$ cat config.mk
export PLATFORM = sky130hd
export DESIGN_NAME = xxh32_stream_hash
export DESIGN_NICKNAME = d
export VERILOG_FILES = /design/src/design/xxh_pkg.sv /design/src/design/xxh_ctrl.sv /design/src/design/xxh_datapath.sv /design/src/design/xxh32_stream_hash.sv
export SDC_FILE = /design/constraint.sdc
export NUM_CORES = 2
export LEC_CHECK = 0
export BUFFER_PORTS_ARGS = -buffer_cell sky130_fd_sc_hd__clkbuf_2
export CORE_MARGIN = 2
export CORE_UTILIZATION = 24
export CTS_BUF_LIST = sky130_fd_sc_hd__clkbuf_4 sky130_fd_sc_hd__clkbuf_8 sky130_fd_sc_hd__clkbuf_16
export CTS_CLUSTER_DIAMETER = 40
export CTS_CLUSTER_SIZE = 10
export DETAILED_ROUTE_END_ITERATION = 16
export HOLD_SLACK_MARGIN = 0.05
export PLACE_DENSITY = 0.36
export SETUP_SLACK_MARGIN = 0.15
export SLEW_MARGIN = 5
export SYNTH_ARGS = -nofsm -noshare
export SYNTH_HDL_FRONTEND = slang
export SYNTH_SLANG_ARGS = --single-unit
export TNS_END_PERCENT = 100
$ cat constraint.sdc
create_clock -name aclk -period 18.5 [get_ports aclk]
set_input_delay 3.7 -clock aclk [delete_from_list [all_inputs] [get_ports aclk]]
set_output_delay 3.7 -clock aclk [all_outputs]
set_load 0.01 [all_outputs]
$ cat src/design/xxh_pkg.sv
// Shared constants, command codes and datapath command struct for the XXH32 stream hash.
package xxh_pkg;

    localparam logic [31:0] PRIME1 = 32'd2654435761;
    localparam logic [31:0] PRIME2 = 32'd2246822519;
    localparam logic [31:0] PRIME3 = 32'd3266489917;
    localparam logic [31:0] PRIME4 = 32'd668265263;
    localparam logic [31:0] PRIME5 = 32'd374761393;

    localparam int WORD_W    = 32;
    localparam int CNT_W     = 3;
    localparam int S_TDATA_W = 40;
    localparam int M_TDATA_W = 32;

    localparam logic [CNT_W-1:0] FULL_COUNT = 3'd4;

    // multiplier operand sources
    localparam logic [1:0] MS_WORD = 2'd0;
    localparam logic [1:0] MS_ACC  = 2'd1;
    localparam logic [1:0] MS_BYTE = 2'd2;
    localparam logic [1:0] MS_XSH  = 2'd3;

    // multiplier constants
    localparam logic [2:0] K_P1 = 3'd0;
    localparam logic [2:0] K_P2 = 3'd1;
    localparam logic [2:0] K_P3 = 3'd2;
    localparam logic [2:0] K_P4 = 3'd3;
    localparam logic [2:0] K_P5 = 3'd4;

    // accumulator operations
    localparam logic [2:0] ACC_HOLD     = 3'd0;
    localparam logic [2:0] ACC_LANE_MIX = 3'd1;
    localparam logic [2:0] ACC_FOLD     = 3'd2;
    localparam logic [2:0] ACC_INIT     = 3'd3;
    localparam logic [2:0] ACC_ADD_LEN  = 3'd4;
    localparam logic [2:0] ACC_LOAD     = 3'd5;

    typedef struct packed {
        logic             accept;     // capture the input word and add its length
        logic             start;      // first item of a message: seed lanes
        logic [CNT_W-1:0] len_add;
        logic             buf_wr;
        logic [1:0]       buf_idx;
        logic             mul_en;
        logic [1:0]       mul_src;
        logic [2:0]       mul_k;
        logic [1:0]       word_idx;
        logic [1:0]       byte_idx;
        logic             xsh_13;     // 1: shift by 13, 0: shift by 15
        logic [2:0]       acc_op;
        logic             rot_byte;   // 1: fold rotate by 11, 0: by 17
        logic             had_stripe;
        logic             lane_wr;
        logic [1:0]       lane_idx;
        logic             out_load;
    } dp_cmd_t;

    function automatic logic [31:0] rotl32(input logic [31:0] x, input int unsigned r);
        return (x << r) | (x >> (32 - r));
    endfunction

endpackage

$ cat src/design/xxh_ctrl.sv
// Sequencer for the XXH32 stream hash: handshakes, stripe rounds and finalisation steps.
module xxh_ctrl (
    input  logic                        aclk,
    input  logic                        aresetn,
    input  logic                        s_tvalid,
    output logic                        s_tready,
    input  logic [xxh_pkg::CNT_W-1:0]   s_byte_count,
    input  logic                        s_tlast,
    output logic                        m_tvalid,
    input  logic                        m_tready,
    output xxh_pkg::dp_cmd_t            cmd
);
    import xxh_pkg::*;

    localparam logic [3:0] ST_IDLE  = 4'd0;
    localparam logic [3:0] ST_LMUL  = 4'd1;
    localparam logic [3:0] ST_LMIX  = 4'd2;
    localparam logic [3:0] ST_LMUL2 = 4'd3;
    localparam logic [3:0] ST_LWR   = 4'd4;
    localparam logic [3:0] ST_INIT  = 4'd5;
    localparam logic [3:0] ST_LEN   = 4'd6;
    localparam logic [3:0] ST_FMUL  = 4'd7;
    localparam logic [3:0] ST_FMIX  = 4'd8;
    localparam logic [3:0] ST_FMUL2 = 4'd9;
    localparam logic [3:0] ST_FLD   = 4'd10;
    localparam logic [3:0] ST_AV1   = 4'd11;
    localparam logic [3:0] ST_AV2   = 4'd12;
    localparam logic [3:0] ST_AV3   = 4'd13;
    localparam logic [3:0] ST_OUT   = 4'd14;

    logic [3:0]       state_reg, state_next;
    logic [1:0]       lane_idx_reg, lane_idx_next;
    logic [1:0]       loop_idx_reg, loop_idx_next;
    logic             byte_phase_reg, byte_phase_next;
    logic [1:0]       words_held_reg, words_held_next;
    logic             had_stripe_reg, had_stripe_next;
    logic             msg_open_reg, msg_open_next;
    logic [CNT_W-1:0] cnt_reg, cnt_next;
    logic             last_reg, last_next;
    logic             m_valid_reg, m_valid_next;

    logic [CNT_W-1:0] n_eff;
    logic             out_free;

    assign s_tready = (state_reg == ST_IDLE);
    assign m_tvalid = m_valid_reg;
    assign out_free = !m_valid_reg || m_tready;
    assign n_eff    = (!s_tlast || s_byte_count > FULL_COUNT) ? FULL_COUNT : s_byte_count;

    always_comb begin
        state_next      = state_reg;
        lane_idx_next   = lane_idx_reg;
        loop_idx_next   = loop_idx_reg;
        byte_phase_next = byte_phase_reg;
        words_held_next = words_held_reg;
        had_stripe_next = had_stripe_reg;
        msg_open_next   = msg_open_reg;
        cnt_next        = cnt_reg;
        last_next       = last_reg;
        m_valid_next    = m_valid_reg && !m_tready;

        cmd            = '0;
        cmd.lane_idx   = lane_idx_reg;
        cmd.word_idx   = lane_idx_reg;
        cmd.byte_idx   = loop_idx_reg;
        cmd.had_stripe = had_stripe_reg;
        cmd.rot_byte   = byte_phase_reg;
        cmd.acc_op     = ACC_HOLD;
        cmd.mul_src    = MS_ACC;
        cmd.mul_k      = K_P1;

        unique case (state_reg)
            ST_IDLE: begin
                if (s_tvalid) begin
                    cmd.accept    = 1'b1;
                    cmd.start     = !msg_open_reg;
                    cmd.len_add   = n_eff;
                    msg_open_next = 1'b1;
                    cnt_next      = n_eff;
                    last_next     = s_tlast;
                    if (n_eff == FULL_COUNT) begin
                        if (words_held_reg < 2'd3) begin
                            cmd.buf_wr      = 1'b1;
                            cmd.buf_idx     = words_held_reg;
                            words_held_next = words_held_reg + 2'd1;
                            state_next      = s_tlast ? ST_INIT : ST_IDLE;
                        end else begin
                            // stripe complete: run one round on every lane
                            words_held_next = 2'd0;
                            had_stripe_next = 1'b1;
                            lane_idx_next   = 2'd0;
                            state_next      = ST_LMUL;
                        end
                    end else begin
                        state_next = ST_INIT;
                    end
                end
            end
            ST_LMUL: begin
                cmd.mul_en  = 1'b1;
                cmd.mul_src = MS_WORD;
                cmd.mul_k   = K_P2;
                state_next  = ST_LMIX;
            end
            ST_LMIX: begin
                cmd.acc_op = ACC_LANE_MIX;
                state_next = ST_LMUL2;
            end
            ST_LMUL2: begin
                cmd.mul_en  = 1'b1;
                cmd.mul_src = MS_ACC;
                cmd.mul_k   = K_P1;
                state_next  = ST_LWR;
            end
            ST_LWR: begin
                cmd.lane_wr = 1'b1;
                if (lane_idx_reg != 2'd3) begin
                    // overlap the next lane's first multiply with this write-back
                    cmd.mul_en    = 1'b1;
                    cmd.mul_src   = MS_WORD;
                    cmd.mul_k     = K_P2;
                    cmd.word_idx  = lane_idx_reg + 2'd1;
                    lane_idx_next = lane_idx_reg + 2'd1;
                    state_next    = ST_LMIX;
                end else begin
                    state_next = last_reg ? ST_INIT : ST_IDLE;
                end
            end
            ST_INIT: begin
                cmd.acc_op = ACC_INIT;
                state_next = ST_LEN;
            end
            ST_LEN: begin
                cmd.acc_op      = ACC_ADD_LEN;
                loop_idx_next   = 2'd0;
                byte_phase_next = 1'b0;
                state_next      = ST_FMUL;
            end
            ST_FMUL: begin
                if (!byte_phase_reg) begin
                    if (loop_idx_reg < words_held_reg) begin
                        cmd.mul_en   = 1'b1;
                        cmd.mul_src  = MS_WORD;
                        cmd.mul_k    = K_P3;
                        cmd.word_idx = loop_idx_reg;
                        state_next   = ST_FMIX;
                    end else begin
                        byte_phase_next = 1'b1;
                        loop_idx_next   = 2'd0;
                    end
                end else begin
                    if (cnt_reg != FULL_COUNT && {1'b0, loop_idx_reg} < cnt_reg) begin
                        cmd.mul_en  = 1'b1;
                        cmd.mul_src = MS_BYTE;
                        cmd.mul_k   = K_P5;
                        state_next  = ST_FMIX;
                    end else begin
                        state_next = ST_AV1;
                    end
                end
            end
            ST_FMIX: begin
                cmd.acc_op = ACC_FOLD;
                state_next = ST_FMUL2;
            end
            ST_FMUL2: begin
                cmd.mul_en  = 1'b1;
                cmd.mul_src = MS_ACC;
                cmd.mul_k   = byte_phase_reg ? K_P1 : K_P4;
                state_next  = ST_FLD;
            end
            ST_FLD: begin
                cmd.acc_op    = ACC_LOAD;
                loop_idx_next = loop_idx_reg + 2'd1;
                state_next    = ST_FMUL;
            end
            ST_AV1: begin
                cmd.mul_en  = 1'b1;
                cmd.mul_src = MS_XSH;
                cmd.xsh_13  = 1'b0;
                cmd.mul_k   = K_P2;
                state_next  = ST_AV2;
            end
            ST_AV2: begin
                cmd.acc_op = ACC_LOAD;
                state_next = ST_AV3;
            end
            ST_AV3: begin
                cmd.mul_en  = 1'b1;
                cmd.mul_src = MS_XSH;
                cmd.xsh_13  = 1'b1;
                cmd.mul_k   = K_P3;
                state_next  = ST_OUT;
            end
            ST_OUT: begin
                // hold until the output register is free
                if (out_free) begin
                    cmd.out_load    = 1'b1;
                    m_valid_next    = 1'b1;
                    words_held_next = 2'd0;
                    had_stripe_next = 1'b0;
                    msg_open_next   = 1'b0;
                    state_next      = ST_IDLE;
                end
            end
            default: begin
                state_next = ST_IDLE;
            end
        endcase
    end

    always_ff @(posedge aclk) begin
        if (!aresetn) begin
            state_reg      <= ST_IDLE;
            lane_idx_reg   <= '0;
            loop_idx_reg   <= '0;
            byte_phase_reg <= 1'b0;
            words_held_reg <= '0;
            had_stripe_reg <= 1'b0;
            msg_open_reg   <= 1'b0;
            cnt_reg        <= '0;
            last_reg       <= 1'b0;
            m_valid_reg    <= 1'b0;
        end else begin
            state_reg      <= state_next;
            lane_idx_reg   <= lane_idx_next;
            loop_idx_reg   <= loop_idx_next;
            byte_phase_reg <= byte_phase_next;
            words_held_reg <= words_held_next;
            had_stripe_reg <= had_stripe_next;
            msg_open_reg   <= msg_open_next;
            cnt_reg        <= cnt_next;
            last_reg       <= last_next;
            m_valid_reg    <= m_valid_next;
        end
    end

endmodule

$ cat src/design/xxh_datapath.sv
// Datapath for the XXH32 stream hash: seed register, lanes, stripe buffer, multiplier, accumulator.
module xxh_datapath (
    input  logic                          aclk,
    input  logic                          aresetn,
    input  logic                          cfg_wr_en,
    input  logic [xxh_pkg::WORD_W-1:0]    cfg_wr_data,
    input  logic [xxh_pkg::WORD_W-1:0]    s_data_word,
    input  xxh_pkg::dp_cmd_t              cmd,
    output logic [xxh_pkg::WORD_W-1:0]    m_hash
);
    import xxh_pkg::*;

    logic [WORD_W-1:0] seed_cfg_reg;
    logic [WORD_W-1:0] seed_reg;
    logic [WORD_W-1:0] lane_reg [4];
    logic [WORD_W-1:0] buf_reg [3];
    logic [WORD_W-1:0] w_reg;
    logic [WORD_W-1:0] total_len_reg, total_len_next;
    logic [WORD_W-1:0] acc_reg, acc_next;
    logic [WORD_W-1:0] prod_reg, prod_next;
    logic [WORD_W-1:0] hash_reg;

    logic [WORD_W-1:0] word_sel, byte_sel, xsh_val, mul_a, mul_k;
    logic [WORD_W-1:0] lane_sum, fold_sum, fold_rot, merge_val;

    always_comb begin
        unique case (cmd.word_idx)
            2'd0:    word_sel = buf_reg[0];
            2'd1:    word_sel = buf_reg[1];
            2'd2:    word_sel = buf_reg[2];
            default: word_sel = w_reg;
        endcase
    end

    assign byte_sel = {24'd0, w_reg[{cmd.byte_idx, 3'b000} +: 8]};
    assign xsh_val  = cmd.xsh_13 ? (acc_reg ^ (acc_reg >> 13)) : (acc_reg ^ (acc_reg >> 15));

    always_comb begin
        unique case (cmd.mul_src)
            MS_WORD: mul_a = word_sel;
            MS_ACC:  mul_a = acc_reg;
            MS_BYTE: mul_a = byte_sel;
            MS_XSH:  mul_a = xsh_val;
            default: mul_a = acc_reg;
        endcase
    end

    always_comb begin
        unique case (cmd.mul_k)
            K_P1:    mul_k = PRIME1;
            K_P2:    mul_k = PRIME2;
            K_P3:    mul_k = PRIME3;
            K_P4:    mul_k = PRIME4;
            K_P5:    mul_k = PRIME5;
            default: mul_k = PRIME1;
        endcase
    end

    // low word of the product only
    assign prod_next = cmd.mul_en ? mul_a * mul_k : prod_reg;

    assign lane_sum  = lane_reg[cmd.lane_idx] + prod_reg;
    assign fold_sum  = acc_reg + prod_reg;
    assign fold_rot  = cmd.rot_byte ? rotl32(fold_sum, 11) : rotl32(fold_sum, 17);
    assign merge_val = rotl32(lane_reg[0], 1) + rotl32(lane_reg[1], 7)
                     + rotl32(lane_reg[2], 12) + rotl32(lane_reg[3], 18);

    always_comb begin
        unique case (cmd.acc_op)
            ACC_HOLD:     acc_next = acc_reg;
            ACC_LANE_MIX: acc_next = rotl32(lane_sum, 13);
            ACC_FOLD:     acc_next = fold_rot;
            ACC_INIT:     acc_next = cmd.had_stripe ? merge_val : seed_reg + PRIME5;
            ACC_ADD_LEN:  acc_next = acc_reg + total_len_reg;
            ACC_LOAD:     acc_next = prod_reg;
            default:      acc_next = acc_reg;
        endcase
    end

    always_comb begin
        total_len_next = total_len_reg;
        if (cmd.accept) begin
            if (cmd.start) begin
                total_len_next = {{(WORD_W-CNT_W){1'b0}}, cmd.len_add};
            end else begin
                total_len_next = total_len_reg + {{(WORD_W-CNT_W){1'b0}}, cmd.len_add};
            end
        end
    end

    always_ff @(posedge aclk) begin
        if (!aresetn) begin
            seed_cfg_reg <= '0;
        end else if (cfg_wr_en) begin
            seed_cfg_reg <= cfg_wr_data;
        end
    end

    always_ff @(posedge aclk) begin
        total_len_reg <= total_len_next;
        acc_reg       <= acc_next;
        prod_reg      <= prod_next;
        if (cmd.accept) begin
            w_reg <= s_data_word;
        end
        if (cmd.buf_wr) begin
            buf_reg[cmd.buf_idx] <= s_data_word;
        end
        if (cmd.start) begin
            seed_reg    <= seed_cfg_reg;
            lane_reg[0] <= seed_cfg_reg + PRIME1 + PRIME2;
            lane_reg[1] <= seed_cfg_reg + PRIME2;
            lane_reg[2] <= seed_cfg_reg;
            lane_reg[3] <= seed_cfg_reg - PRIME1;
        end else if (cmd.lane_wr) begin
            lane_reg[cmd.lane_idx] <= prod_reg;
        end
        if (cmd.out_load) begin
            hash_reg <= prod_reg ^ (prod_reg >> 16);
        end
    end

    assign m_hash = hash_reg;

endmodule

$ cat src/design/xxh32_stream_hash.sv
// Top level of the XXH32 stream hash: sequencer, datapath and checks.
//
//  channel  direction  handshake          payload
//  s_       in         s_tvalid/s_tready  s_tdata: data_word[31:0], byte_count[34:32]; s_tlast
//  m_       out        m_tvalid/m_tready  m_tdata: hash_value[31:0]
//  cfg_     in         cfg_wr_en          cfg_wr_data: hash_seed
//
// A word that only fills the stripe buffer is taken straight from idle; the word that completes a stripe
// also runs the lane rounds through the single shared 32x32 multiplier before the next item is taken.
// Finalisation after the last item runs one multiply-fold pass per leftover word and per leftover byte.
// Reset (aresetn low, synchronous) clears the seed to zero and closes any open message.
// The next message may start while a finished hash waits in the output register; a stalled
// m_ side only blocks at the point where the following hash is ready to load.
module xxh32_stream_hash (
    input  logic                              aclk,
    input  logic                              aresetn,
    input  logic                              cfg_wr_en,
    input  logic [xxh_pkg::WORD_W-1:0]        cfg_wr_data,   // hash_seed
    input  logic                              s_tvalid,
    output logic                              s_tready,
    input  logic [xxh_pkg::S_TDATA_W-1:0]     s_tdata,       // data_word, byte_count
    input  logic                              s_tlast,       // last_word
    output logic                              m_tvalid,
    input  logic                              m_tready,
    output logic [xxh_pkg::M_TDATA_W-1:0]     m_tdata        // hash_value
);
    import xxh_pkg::*;

    dp_cmd_t           dp_cmd;
    logic [WORD_W-1:0] seed_data;
    logic [WORD_W-1:0] hash_word;

    assign seed_data = cfg_wr_data;

    xxh_ctrl u_ctrl (
        .aclk         (aclk),
        .aresetn      (aresetn),
        .s_tvalid     (s_tvalid),
        .s_tready     (s_tready),
        .s_byte_count (s_tdata[WORD_W +: CNT_W]),
        .s_tlast      (s_tlast),
        .m_tvalid     (m_tvalid),
        .m_tready     (m_tready),
        .cmd          (dp_cmd)
    );

    xxh_datapath u_datapath (
        .aclk        (aclk),
        .aresetn     (aresetn),
        .cfg_wr_en   (cfg_wr_en),
        .cfg_wr_data (seed_data),
        .s_data_word (s_tdata[WORD_W-1:0]),
        .cmd         (dp_cmd),
        .m_hash      (hash_word)
    );

    assign m_tdata = M_TDATA_W'(hash_word);

`ifndef SYNTH
    // never overwrite a hash the sink has not taken
    a_no_overwrite: assert property (@(posedge aclk) disable iff (!aresetn)
        dp_cmd.out_load |-> (!m_tvalid || m_tready))
        else $error("hash loaded over an untaken result");

    a_start_on_accept: assert property (@(posedge aclk) disable iff (!aresetn)
        dp_cmd.start |-> (s_tvalid && s_tready))
        else $error("lane seeding without an accepted item");

    // a non-final item never produces a result straight away
    a_no_result_mid_msg: assert property (@(posedge aclk) disable iff (!aresetn)
        (s_tvalid && s_tready && !s_tlast) |=> !$rose(m_tvalid))
        else $error("result raised after a non-final item");
`endif

endmodule

* Yosys cells after proc, flatten, opt, wreduce, memory -nomap -nowiden *
Memory sizes are Yosys's and may differ from the RTL's. A register that Yosys moved wholly into a read port is not among the register bits.
Index checks and enable logic that the tools add are counted.

word-level totals
  word-level logic and storage cells = 190
  flip-flop bits (word level) = 242
  RAM bits = 224
  input bits = 78
  memories = 2

memory list
  memory               words  width  read ports  clocked after memory_dff  wr ports  RTL line            source
  u_datapath.lane_reg  4      32     5           1                         4         xxh_datapath.sv:15  logic [WORD_W-1:0] lane_reg [4];
  u_datapath.buf_reg   3      32     3           0                         1         xxh_datapath.sv:16  logic [WORD_W-1:0] buf_reg [3];

operators by class
  magnitude comparators = 4
  equal/unequal tests = 39
  add/sub/neg operators = 15
  mux-type cells = 74
  bitwise logic cells = 10
  shift-type cells = 1
  $mul = 1
  reduce and logical (&&, ||, !) cells = 26

operators with widths
  cell                      number
  $pmux W32 S4              2
  $add A32 B32 Y32          6
  $pmux W32 S5              1
  $mux W32                  4
  $add A32 B32 Y32 const B  3
  $pmux W32 S3              1
  $pmux W4 S14              1
  $pmux W6 S7               1
  $add A32 B29 Y32 const B  1
  $add A32 B3 Y32           1
  $mul A32 B32 Y32          1
  $mux W2                   16
  $mux W8                   4
  $or A32 B1 Y32            1
  $or A32 B11 Y32           1
  $or A32 B12 Y32           1
  $or A32 B13 Y32           1
  $or A32 B17 Y32           1
  $or A32 B18 Y32           1
  $or A32 B7 Y32            1
  $reduce_or A32 Y1         1
  $shiftx A32 B6 Y8         1
  $sub A32 B32 Y32 const B  1
  $xor A32 B16 Y32          1
  other kinds (41)          117

* Logic depth before layout (Yosys ltp) *
  depth in word-level cells = 11
  gate-level depth with buffers = 45
  mapped depth without buffers = 40

* By module *
From an unflattened synthesis, not the netlist that was laid out.

second synthesis, totals
  cell total of the unflattened synthesis = 4,527
  area total of the unflattened synthesis = 46,138.0 um^2

by module, submodules not included
  module        instances  area each (um^2)  cells each
  xxh_datapath  1          44,659.1          4,338
  xxh_ctrl      1          1,478.9           189

* Least setup slack after synthesis *
Ideal clock, no wire load.

  path kind = input to register
  start = input port s_tvalid
  end = memory u_datapath.buf_reg[1][0], enable pin
  arrival = 8.998 ns
  stages = 4
  setup slack = 8.989 ns
  setup time = 0.513 ns
  path through = nand2_1 -> inv_1 -> nand2b_1 -> nor4b_1

on the way
  cells in the longest elaborated chain, start to end = 4

RTL lines
  what                           RTL line                 source
  start, declared                xxh32_stream_hash.sv:19  input logic s_tvalid,
  $mux W8 (*)                    xxh_ctrl.sv:74           if (s_tvalid) begin
  $mux W8 (*)                    xxh_ctrl.sv:72           unique case (state_reg)
  $mux W1                        xxh_datapath.sv:106      if (cmd.buf_wr) begin
  $mux W1 (implied by the code)  xxh_datapath.sv:107      buf_reg[cmd.buf_idx] <= s_data_word;
  end, declared                  xxh_datapath.sv:16

Every way passes the cells marked *; elsewhere a longest branch is shown, timed or not.

* Worst setup path after layout *
  start = register u_ctrl.lane_idx_reg[1]
  end = register u_datapath.prod_reg[30] (data pin)

on the way
  cells in the longest elaborated chain, start to end = 7
  elaborated cells on any way between the ends = 22
  those cells by class = add/sub: 1; mul: 1; eq/ne: 10; mux: 8; reduce/logical: 2

RTL lines
  what                                         RTL line                          source
  start, declared                              xxh_ctrl.sv:32                    logic [1:0] lane_idx_reg, lane_idx_next;
  start signal, assigned                       xxh_ctrl.sv:226                   lane_idx_reg <= lane_idx_next;
  $add A2 B1 Y2, or another cell as far along  xxh_ctrl.sv:122                   cmd.word_idx = lane_idx_reg + 2'd1;
  $mux W8 / $mux W2 (equally long branches)    xxh_ctrl.sv:117, xxh_ctrl.sv:140
  $pmux W2 S2                                  xxh_ctrl.sv:72
  $eq A2 B2 Y1, or another cell as far along   xxh_datapath.sv:27                unique case (cmd.word_idx)
  $pmux W32 S3                                 xxh_datapath.sv:27
  $pmux W32 S4                                 xxh_datapath.sv:39                unique case (cmd.mul_src)
  $mul A32 B32 Y32 (*)                         xxh_datapath.sv:60                assign prod_next = cmd.mul_en ? mul_a * mul_k : prod_reg;
  end signal, assigned                         xxh_datapath.sv:102               prod_reg <= prod_next;
  end, declared                                xxh_datapath.sv:20                logic [WORD_W-1:0] prod_reg, prod_next;

Marked as above.
A chain may end at the register's enable or synchronous reset.

==> flow_summary.json <==
{
  "status": "finished clean",
  "avgSynthCellArea_sq_um": 9.91,
  "track_usage_pct": 19.8,
  "synth_cells": 4599,
  "period_minus_slack_ns": 11.77,
  "drc": 0,
  "ios": 112,
  "cts_tree": "built",
  "fin_crit_sh_pct": 63.6,
  "htreeDepth": 3,
  "cp.required_ns": 19.01,
  "whs_ns": 0.457,
  "portBuffers": 106,
  "crit_arrival_ns": 12.29,
  "slowest_delay_ns": 0.83,
  "mostFrequentLayoutCell": "inv_1",
  "grt_pass1_vias": 35500,
  "syn2layout_area_growth_pct": 16.5,
  "synth_nets": 5414,
  "hold_viol_final": 0,
  "largest_reg_flops": 128,
  "yosys_most_used_dff": "edfxtp_1",
  "synth_edf_count": 416,
  "cts_setup_buffers": 0,
  "min_path_type": "flip-flop to flip-flop",
  "die_width_um": 440,
  "crit_path_top_delay_cell": "dfxtp_1",
  "ys_ff_latch": 468,
  "synth.yosys.warnings": 0,
  "routed_wl_um": 193000,
  "skew_ns": 0.0791,
  "place_area_sq_um": 49300,
  "cts_buffers": 110,
  "final_area_sq_um": 53100,
  "vias": 35100,
  "cts_buffer_depth": 3,
  "path_common_cell": "inv_1",
  "antenna_found_initial": 14,
  "critPathLaunchType": "flip-flop",
  "drtAntennaViolNets": 0,
  "yosysSeqAreaShare_pct": 29.7,
  "initial_utilization_pct": 24.2,
  "die_h_um": 440,
  "via_per_inst": 4.80,
  "dp_hpwl_um": 154000,
  "worstSetupPathType": "flip-flop to flip-flop",
  "rsz0062_at_grt": "false",
  "die_area_sq_um": 193000,
  "crit_path_end_kind": "flip-flop",
  "setup_viol": 0,
  "nets": 5538,
  "tightest_slew_ns": 1.22,
  "ys_types": 100,
  "drive_gt1_share_pct": 11.7,
  "core_sq_um": 188000,
  "final_cell_mix": "inv_1 (624), fa_1 (472), nor2_1 (429), edfxtp_1 (416), nand2_1 (408)",
  "drv_cap": 0,
  "worstSkewPairLatency_ns": 0.78,
  "maxSlewHeadroom_pct": 17.6,
  "max_freq_mhz": 84.9,
  "ctsHoldBuffers": 0,
  "initialDrtViolationCount": 3043,
  "setup_tns_ns": 0,
  "async_flop_share_pct": 0,
  "wl_per_cell_um": 26.4,
  "drv_slew": 0,
  "clk_pin_slew_worst_paths_ns": 0.05,
  "drt_first_pass_iters": 5,
  "numClockSinks": 468,
  "row_count": 159,
  "grt-ovfl-total": 0,
  "cts_resized": 0,
  "synth_area_sq_um": 45600,
  "clockRootBuffer": "clkbuf_16",
  "grt_start_max_net_pins": 64,
  "grt_first_pass_wirelength_um": 270000,
  "cp_max_fo": 37,
  "globalplace.congestion": 0.931
}
[through the flow]
stage	setup WS (ns)	util [%]	std cells
floorplan	8.99	-	4599
global placement	6.56	26.2	7106
detailed placement	6.56	26.2	7106
CTS	6.57	28.2	7314
global route	6.05	28.2	7315
finish	6.73	28.2	7317
[metal layers]
layer | wire (um) | share of wire [%] | vias up | global-route usage (%)
met5 | 13 | 0.0067 | - | 0
met4 | 4810 | 2.5 | 2 | 5.24
met3 | 10900 | 5.7 | 213 | 3.17
met2 | 90000 | 47 | 1019 | 32.3
met1 | 87600 | 45 | 18000 | 27.1
li1 | - | - | 15900 | -
[worst paths after layout]
| check | cells after the start | from | slack [ns] | end |
|---|---|---|---|---|
| max | 40 | u_ctrl.lane_idx_reg[1]$_SDFFE_PN0P_ | 6.73 | u_datapath.prod_reg[30]$_DFFE_PP_ |
| min reg2reg | 2 | u_ctrl.last_reg$_SDFFE_PN0P_ | 0.46 | u_ctrl.last_reg$_SDFFE_PN0P_ |
| min | 2 | u_ctrl.last_reg$_SDFFE_PN0P_ | 0.46 | u_ctrl.last_reg$_SDFFE_PN0P_ |
| max reg2reg | 40 | u_ctrl.lane_idx_reg[1]$_SDFFE_PN0P_ | 6.73 | u_datapath.prod_reg[30]$_DFFE_PP_ |
[synth_stat cells (all sizes together) (38+ instances only)]
library cell  count  area [sq um]
a21o             62           465
a21oi           324          1650
buf              50           274
clkbuf          143           538
dfxtp            52          1040
edfxtp          416         12500
fa              472          9450
ha              265          3320
inv             634          2380
mux2             38           428
mux2i            95           951
mux4             40           901
nand2           411          1550
nand2b           49           309
nand3            54           270
nor2            441          1680
nor2b            38           238
nor3             57           290
o21ai           180           908
xnor2           202          1770
xor2            131          1150
[critical path: cells and delay by family (launching register included)]
family	cells	cell delay (ns)
flip-flops	1	0.83
AND/OR/NAND/NOR	7	0.84
XOR/XNOR	1	0.11
buffers and inverters	10	2.18
adder cells (fa/ha/maj)	10	3.87
AO/OA/AOI/OAI	12	3.69
[cell families (layout without fill, tap and decap cells)]
kind of cell	after synthesis	count (layout)	synth area share [%]
DFF	468	468	29.7
buffers and inverters	829	1049	7.03
and+or+nand+nor	1198	1198	11.7
other	0	3	0
xor gates and xnor gates	336	336	6.55
AOI/OAI and AO/OA	858	858	12.1
adders and majority gates	737	737	28.0
muxes	173	173	5.00
[layout make-up]
cell class | count | area (sq um)
diodes | 3 | 7.51
clock buffers | 121 | 2860
clock inverters | 87 | 947
fillers | 20100 | 135000
inverters | 636 | 2390
multi-input cells | 3302 | 29000
flip-flops and latches | 468 | 13500
well taps | 2495 | 3120
repair buffers | 205 | 1270
Power is not shown: default switching activity piles up to over one toggle a cycle in this logic, so the estimate is an artifact.
